===== src/hdl/gcva_pkg.sv =====
// Shared types and constants for the gradient center vote accumulator.
`timescale 1ns / 1ps
package gcva_pkg;

  localparam int SCORE_W = 52;
  localparam logic [SCORE_W-1:0] SCORE_MAX = {SCORE_W{1'b1}};

  // Widths of the vote datapath, sized for grids up to 256 by 256 cells.
  // Dot product n <= |d|*|g| < 2^24, so n*n*weight < 2^56. The quotient
  // n*n*weight/d2 <= |g|^2*weight < 2^39.
  localparam int N_W   = 24;
  localparam int NN_W  = 2 * N_W;
  localparam int DVD_W = NN_W + 8;
  localparam int Q_W   = 39;
  localparam int D2_W  = DVD_W - Q_W;

  typedef enum logic [1:0] {
    KIND_WEIGHT = 2'd0,
    KIND_VOTE   = 2'd1,
    KIND_READ   = 2'd2
  } kind_t;

endpackage


===== src/hdl/gcva_div.sv =====
// Pipelined restoring divider, one quotient bit per stage, tag carried along.
`timescale 1ns / 1ps
module gcva_div #(
  parameter int AW = 12
) (
  input  logic                       clk,
  input  logic                       rst,
  input  logic                       in_valid,
  input  logic [gcva_pkg::DVD_W-1:0] in_dvd,
  input  logic [gcva_pkg::D2_W-1:0]  in_d2,
  input  logic [AW-1:0]              in_idx,
  output logic                       out_valid,
  output logic [gcva_pkg::Q_W-1:0]   out_q,
  output logic [AW-1:0]              out_idx,
  output logic                       busy
);
  import gcva_pkg::*;

  logic [D2_W-1:0] rem  [Q_W+1];
  logic [Q_W-1:0]  low  [Q_W+1];
  logic [Q_W-1:0]  quo  [Q_W+1];
  logic [D2_W-1:0] dsr  [Q_W+1];
  logic [AW-1:0]   tag  [Q_W+1];
  logic [Q_W:0]    vld;

  // The quotient fits in Q_W bits, so the top dividend bits start below d2.
  always_ff @(posedge clk) begin
    if (rst) begin
      vld[0] <= 1'b0;
    end else begin
      vld[0] <= in_valid;
    end
    rem[0] <= in_dvd[DVD_W-1:Q_W];
    low[0] <= in_dvd[Q_W-1:0];
    quo[0] <= '0;
    dsr[0] <= in_d2;
    tag[0] <= in_idx;
  end

  for (genvar k = 1; k <= Q_W; k++) begin : g_stage
    logic [D2_W:0] trial;
    logic [D2_W:0] diff;
    logic          ge;

    always_comb begin
      trial = {rem[k-1], low[k-1][Q_W-1]};
      diff  = trial - {1'b0, dsr[k-1]};
      ge    = (trial >= {1'b0, dsr[k-1]});
    end

    always_ff @(posedge clk) begin
      if (rst) begin
        vld[k] <= 1'b0;
      end else begin
        vld[k] <= vld[k-1];
      end
      rem[k] <= ge ? diff[D2_W-1:0] : trial[D2_W-1:0];
      low[k] <= {low[k-1][Q_W-2:0], 1'b0};
      quo[k] <= {quo[k-1][Q_W-2:0], ge};
      dsr[k] <= dsr[k-1];
      tag[k] <= tag[k-1];
    end
  end

  assign out_valid = vld[Q_W];
  assign out_q     = quo[Q_W];
  assign out_idx   = tag[Q_W];
  assign busy      = |vld;
endmodule


===== config.mk =====
export PLATFORM = sky130hd
export DESIGN_NAME = gcva_div
export DESIGN_NICKNAME = d
export VERILOG_FILES = /design/src/hdl/gcva_pkg.sv /design/src/hdl/gcva_div.sv
export SDC_FILE = /design/constraint.sdc
export NUM_CORES = 2
export LEC_CHECK = 0
export CORE_MARGIN = 4
export CORE_UTILIZATION = 25
export DETAILED_ROUTE_END_ITERATION = 6
export DONT_BUFFER_PORTS = 1
export GPL_TIMING_DRIVEN = 0
export HOLD_SLACK_MARGIN = 0.05
export SLEW_MARGIN = 30
export SYNTH_ARGS = -nofsm -noshare
export SYNTH_HDL_FRONTEND = slang
export SYNTH_MEMORY_MAX_BITS = 65536
export SYNTH_SLANG_ARGS = --single-unit
export TNS_END_PERCENT = 1

===== constraint.sdc =====
create_clock -name clk -period 8.16 [get_ports clk]
set_input_delay 1.632 -clock clk [delete_from_list [all_inputs] [get_ports clk]]
set_output_delay 1.632 -clock clk [all_outputs]
set_load 0.03 [all_outputs]

Word level (Yosys, flattened, before mapping) --
Memories as Yosys holds them, arrays and structs flattened. Index checks and enable logic that the tools add are counted.
Word-level totals: register bits 40, latch bits 0, memory bits (writable) 4960, memory bits (read-only) 0, input port bits 88, output and inout bits 53, word-level logic and storage cells 163, memories kept 5
Memory list:
- low | words 40, bits a word 39, read ports 39, clocked after Yosys merged registers in 0, write ports 40, RTL line gcva_div.sv:20 | logic [Q_W-1:0] low [Q_W+1];
- quo | words 40, bits a word 39, read ports 40, clocked after Yosys merged registers in 0, write ports 40, RTL line gcva_div.sv:21 | logic [Q_W-1:0] quo [Q_W+1];
- dsr | words 40, bits a word 17, read ports 39, clocked after Yosys merged registers in 0, write ports 40, RTL line gcva_div.sv:22 | logic [D2_W-1:0] dsr [Q_W+1];
- rem | words 40, bits a word 17, read ports 39, clocked after Yosys merged registers in 0, write ports 40, RTL line gcva_div.sv:19 | logic [D2_W-1:0] rem [Q_W+1];
- tag | words 40, bits a word 12, read ports 40, clocked after Yosys merged registers in 0, write ports 40, RTL line gcva_div.sv:23 | logic [AW-1:0] tag [Q_W+1];
Cells by class: add/subtract/negate cells 39, multipliers 0, div/mod/pow operators 0, $lt $le $gt $ge 39, eq/ne operators 0, shifts and indexed selects 0, muxes and demuxes 39, bitwise operators 0, reductions and logical operators 1
Operators with widths (count):
- $ge 18x17->1 | 39
- $mux 17 | 39
- $sub 17x17->17 | 39
- $reduce_or 40->1 | 1

Longest topological paths before layout --
depth after elaboration 2, mapped depth 15, mapped depth without buffers 13

Worst setup path after synthesis --
No wires, ideal clock.
kind reg2reg, start point memory low[11][38] (netlist: low[1][155]), end point memory rem[1][76] (netlist name), library setup time 123 ps, arrival time 2983 ps, required time 8037 ps, slack 5054 ps, cell stages (with the launch flop) 15, path buffers 1, period minus slack after synthesis 3106 ps, cell sequence dfxtp_1 -> inv_1 -> ha_1 -> inv_1 -> fa_1 -> a21o_1 -> a21oi_2 -> o21ai_1 -> a41o_1 -> a21o_1 -> a31oi_1 -> o31ai_1 -> a211oi_4 -> buf_6 -> mux2_1
RTL lines (RTL line):
- start, declared | gcva_div.sv:20
- end, declared | gcva_div.sv:19

Final worst setup path --
start point register vld[39] (netlist: out_valid), end point output busy
On the way: word-level cells in the longest chain between the ends 1
RTL lines:
- start, declared | RTL line gcva_div.sv:24 | logic [Q_W:0] vld;
- start signal, assigned by index | RTL line gcva_div.sv:55 | vld[k] <= vld[k-1];
- $reduce_or 40->1 | RTL line gcva_div.sv:68 | assign busy = |vld;
- end, declared | RTL line gcva_div.sv:15 | output logic busy
Every way passes these cells.

==> impl_results.md <==
- Status: complete, but fails checks
- Violated checks: DRC
- Reg power frac: 39.6%
- Fin crit share: 48.2%
- Leading area contributor after synthesis: dfxtp_1
- F_max: 0.254 GHz
- Total track usage: 8.02%
- Top area cells in the synthesized netlist: dfxtp_1, ha_1, mux2_2
- Number of gates resized after cts: 0
- Initial antenna violation count: 9
- Power Density: 448 nW/um^2
- IO buf count: 0
- Number of global-route vias before repair: 59700
- Worst path depth: 3
- Mapped Cells: 8939
- Synth warn: 0
- Drt wl/cell: 11.8 um
- RePlAce Congestion: 0.846
- Worst-path clk slew: 0.06 ns
- Prevailing post-synth register cell: dfxtp_1
- Pre-antenna DRT Iters: 7
- Post-route design area: 126000 um^2
- CP endpoint: busy
- Sequential share of the synthesized area: 63.9%
- Async set or reset register ratio after synthesis: 0%
- DR iter-0 viols: 2528
- Die Y: 661 um
- Internal power: 39.2 mW
- Psw: 17.5 mW
- Max Cap Viol: 0
- P_leak: 54.7 nW
- Cell area after synthesis: 107000 um^2
- Commonest cells in the synthesized netlist: dfxtp_1, inv_1, ha_1, a21oi_1, nor2_1
- Post-CTS setup buffers: 0
- Crit-path leading delay family: simple AND/OR/NAND/NOR gates
- RSZ-0062 raised after global routing: false
- Die footprint: 437000 um^2
- Critical path fanouts, max: 2
- Sw frac: 30.9%
- Avg Cell Area, Syn: 11.9 um^2
- Final #Nets: 10100
- # setup viols final: 0
- Max incr delay on CP: 0.52 ns
- WP data arrival: 2.30 ns
- Area grow syn2layout: 18.5%
- Synthesized Nets: 9728
- Dpl cell area: 114000 um^2
- Period minus WS final: 3.94 ns
- Post-synth EDFFs: 0
- H-tree Lvls: 5
- Global-route wire length before repair: 294000 um
- Combinational Power Share: 30.8%
- Max-slew violations: 0
- Setup_tns: 0 ns
- Tot Pwr: 56.7 mW
- R2R Path Start: dsr[2][85]$_DFF_P_
- CP required: 6.53 ns
- Final antenna-violating net count: 0
- Final hold vios: 0
- Skew final: 0.0635 ns
- Critical path launch point type: flip-flop
- Total gr overflow: 0
- Cell-by-cell trace of the critical path: nor4_1 > nand4_1 > or3_1
- Reg2reg path depth: 13
- Peak VDD IR: 0.000216 V
- Count leader, synth: dfxtp_1
- Share of the synthesized area in the top cell type: 63.9%
- Num CTS Buffers: 366
- Cts hold-fix bufs: 0
- Dpl hpwl: 127000 um
- DRT Wirelength: 180000 um
- Clock latency on the worst-skew pair: 0.91 ns
- Netlist cell types: 79
- #FFs+latches synth: 3406
- RR Endpoint: rem[2][116]$_DFF_P_
- Clock share of power: 29.6%
- Hold WC Path Type: reg -> reg
- CTS tree: built
- Worst Setup SP: out_valid$_SDFF_PP0_
- Io pins: 141
- Worst setup EP type: output port
- Final Util: 29.8%
- Die width: 661 um
- Via count: 60000
- Filler cells: 43000
- Root buffer cell: clkbuf_16
- Starting Density: 25.1%
- Largest net degree at the start of global routing: 17
- Setup CP Type: reg -> out
- Slowest CP cell: or3_1
- Share of layout cells above drive strength 1: 11.5%
- Worst-margin pin slew: 0.965 ns
- CTS sink count: 3406
- Slew HR: 35.2%
- Placeable Area: 424000 um^2
- Drt via density: 3.93
- Residual DRC count: 5
- Core Rows: 239
- Clock Path Buffers: 4
- R2R setup slack: 4.24 ns
- Buf+Inv Stages, Crit Path: 0
## sequential cells by signal (all words and copies together), names as in the netlist
| name | count |
|---|---|
| out_valid | 1 |
| vld | 39 |
| low | 780 |
| dsr | 663 |
| rem | 663 |
| quo | 780 |
| tag | 480 |
## power groups by stage
stage / clock network, mW / registers (mW) / logic (mW)
finish: 16.8 / 22.4 / 17.5
global route: 18.2 / 22.9 / 19.6
CTS: 17.6 / 22.5 / 17.6
detailed placement: 0 / 22.9 / 17.4
global placement: 0 / 22.8 / 17.3
floorplan: 0 / 22.2 / 14.2
## routing by layer
metal / track usage (%) / share of wire [%] / wire (um) / up-vias
met3: 1.68 / 4.3 / 7760 / 535
li1: - / - / - / 30900
met5: 0 / 0.0072 / 13 / -
met2: 14.6 / 49 / 88600 / 914
met4: 3.90 / 4.7 / 8400 / 2
met1: 8.83 / 42 / 75200 / 27700
## cells in the final DEF (no fill, tap or decap), drive strengths merged, types with 234 or more instances in the layout
cell	instances
mux2	370
xnor2	359
dfxtp	3406
a21oi	598
clkbuf	571
ha	663
nor2	434
a21o	234
nand2	302
o21ai	335
inv	840
## metrics by stage
stage	setup WS, ns	hold slack [ns]	std cells
floorplan	5.05	0.310	8939
global placement	3.98	0.310	14600
detailed placement	3.99	0.312	14600
CTS	3.92	0.270	15300
global route	4.04	0.289	15300
finish	4.22	0.282	15300
## area by class of cell
class	instances	area (um^2)	area share, %
Antenna cell	4	10.0	0.00792
Buffer	145	782	0.618
Clock buffer	501	10400	8.23
Clock inverter	162	2210	1.75
Inverter	816	3060	2.42
Multi-Input combinational cell	4572	34700	27.4
Sequential cell	3406	68200	53.9
Tap cell	5663	7090	5.60
## worst reg2reg max path, stage by stage (launching register included)
cell	delay (ns)
dfxtp_1	0.46
ha_1	0.23
inv_1	0.06
fa_1	0.42
a211oi_1	0.32
o21ai_0	0.16
a21oi_1	0.42
o31a_1	0.25
o21ai_0	0.09
a21oi_1	0.15
o21ai_1	0.35
clkbuf_1	0.38
buf_2	0.29
a21oi_1	0.22
## how the worst min path moves through the flow
stage	slack, ns	start	end	depth (start not counted)
after detailed placement	0.31	low[0][85]$_DFF_P_	low[0][125]$_DFF_P_	0
after global routing	0.29	low[0][261]$_DFF_P_	low[0][301]$_DFF_P_	0
after CTS	0.27	low[0][262]$_DFF_P_	low[0][302]$_DFF_P_	0
final	0.28	low[0][262]$_DFF_P_	low[0][302]$_DFF_P_	0
after floorplan	0.31	low[0][60]$_DFF_P_	low[0][100]$_DFF_P_	0
after global placement	0.31	low[2][57]$_DFF_P_	low[2][97]$_DFF_P_	0
## kinds of logic after synthesis
logic type | synth area share (%)
simple gates | 5.62
xor+xnor | 4.29
buf+inv | 3.60
fa+ha+maj | 8.49
flops | 63.9
mux | 4.16
compound gates | 9.94
Note: power is estimated with default switching activity, not from simulation.
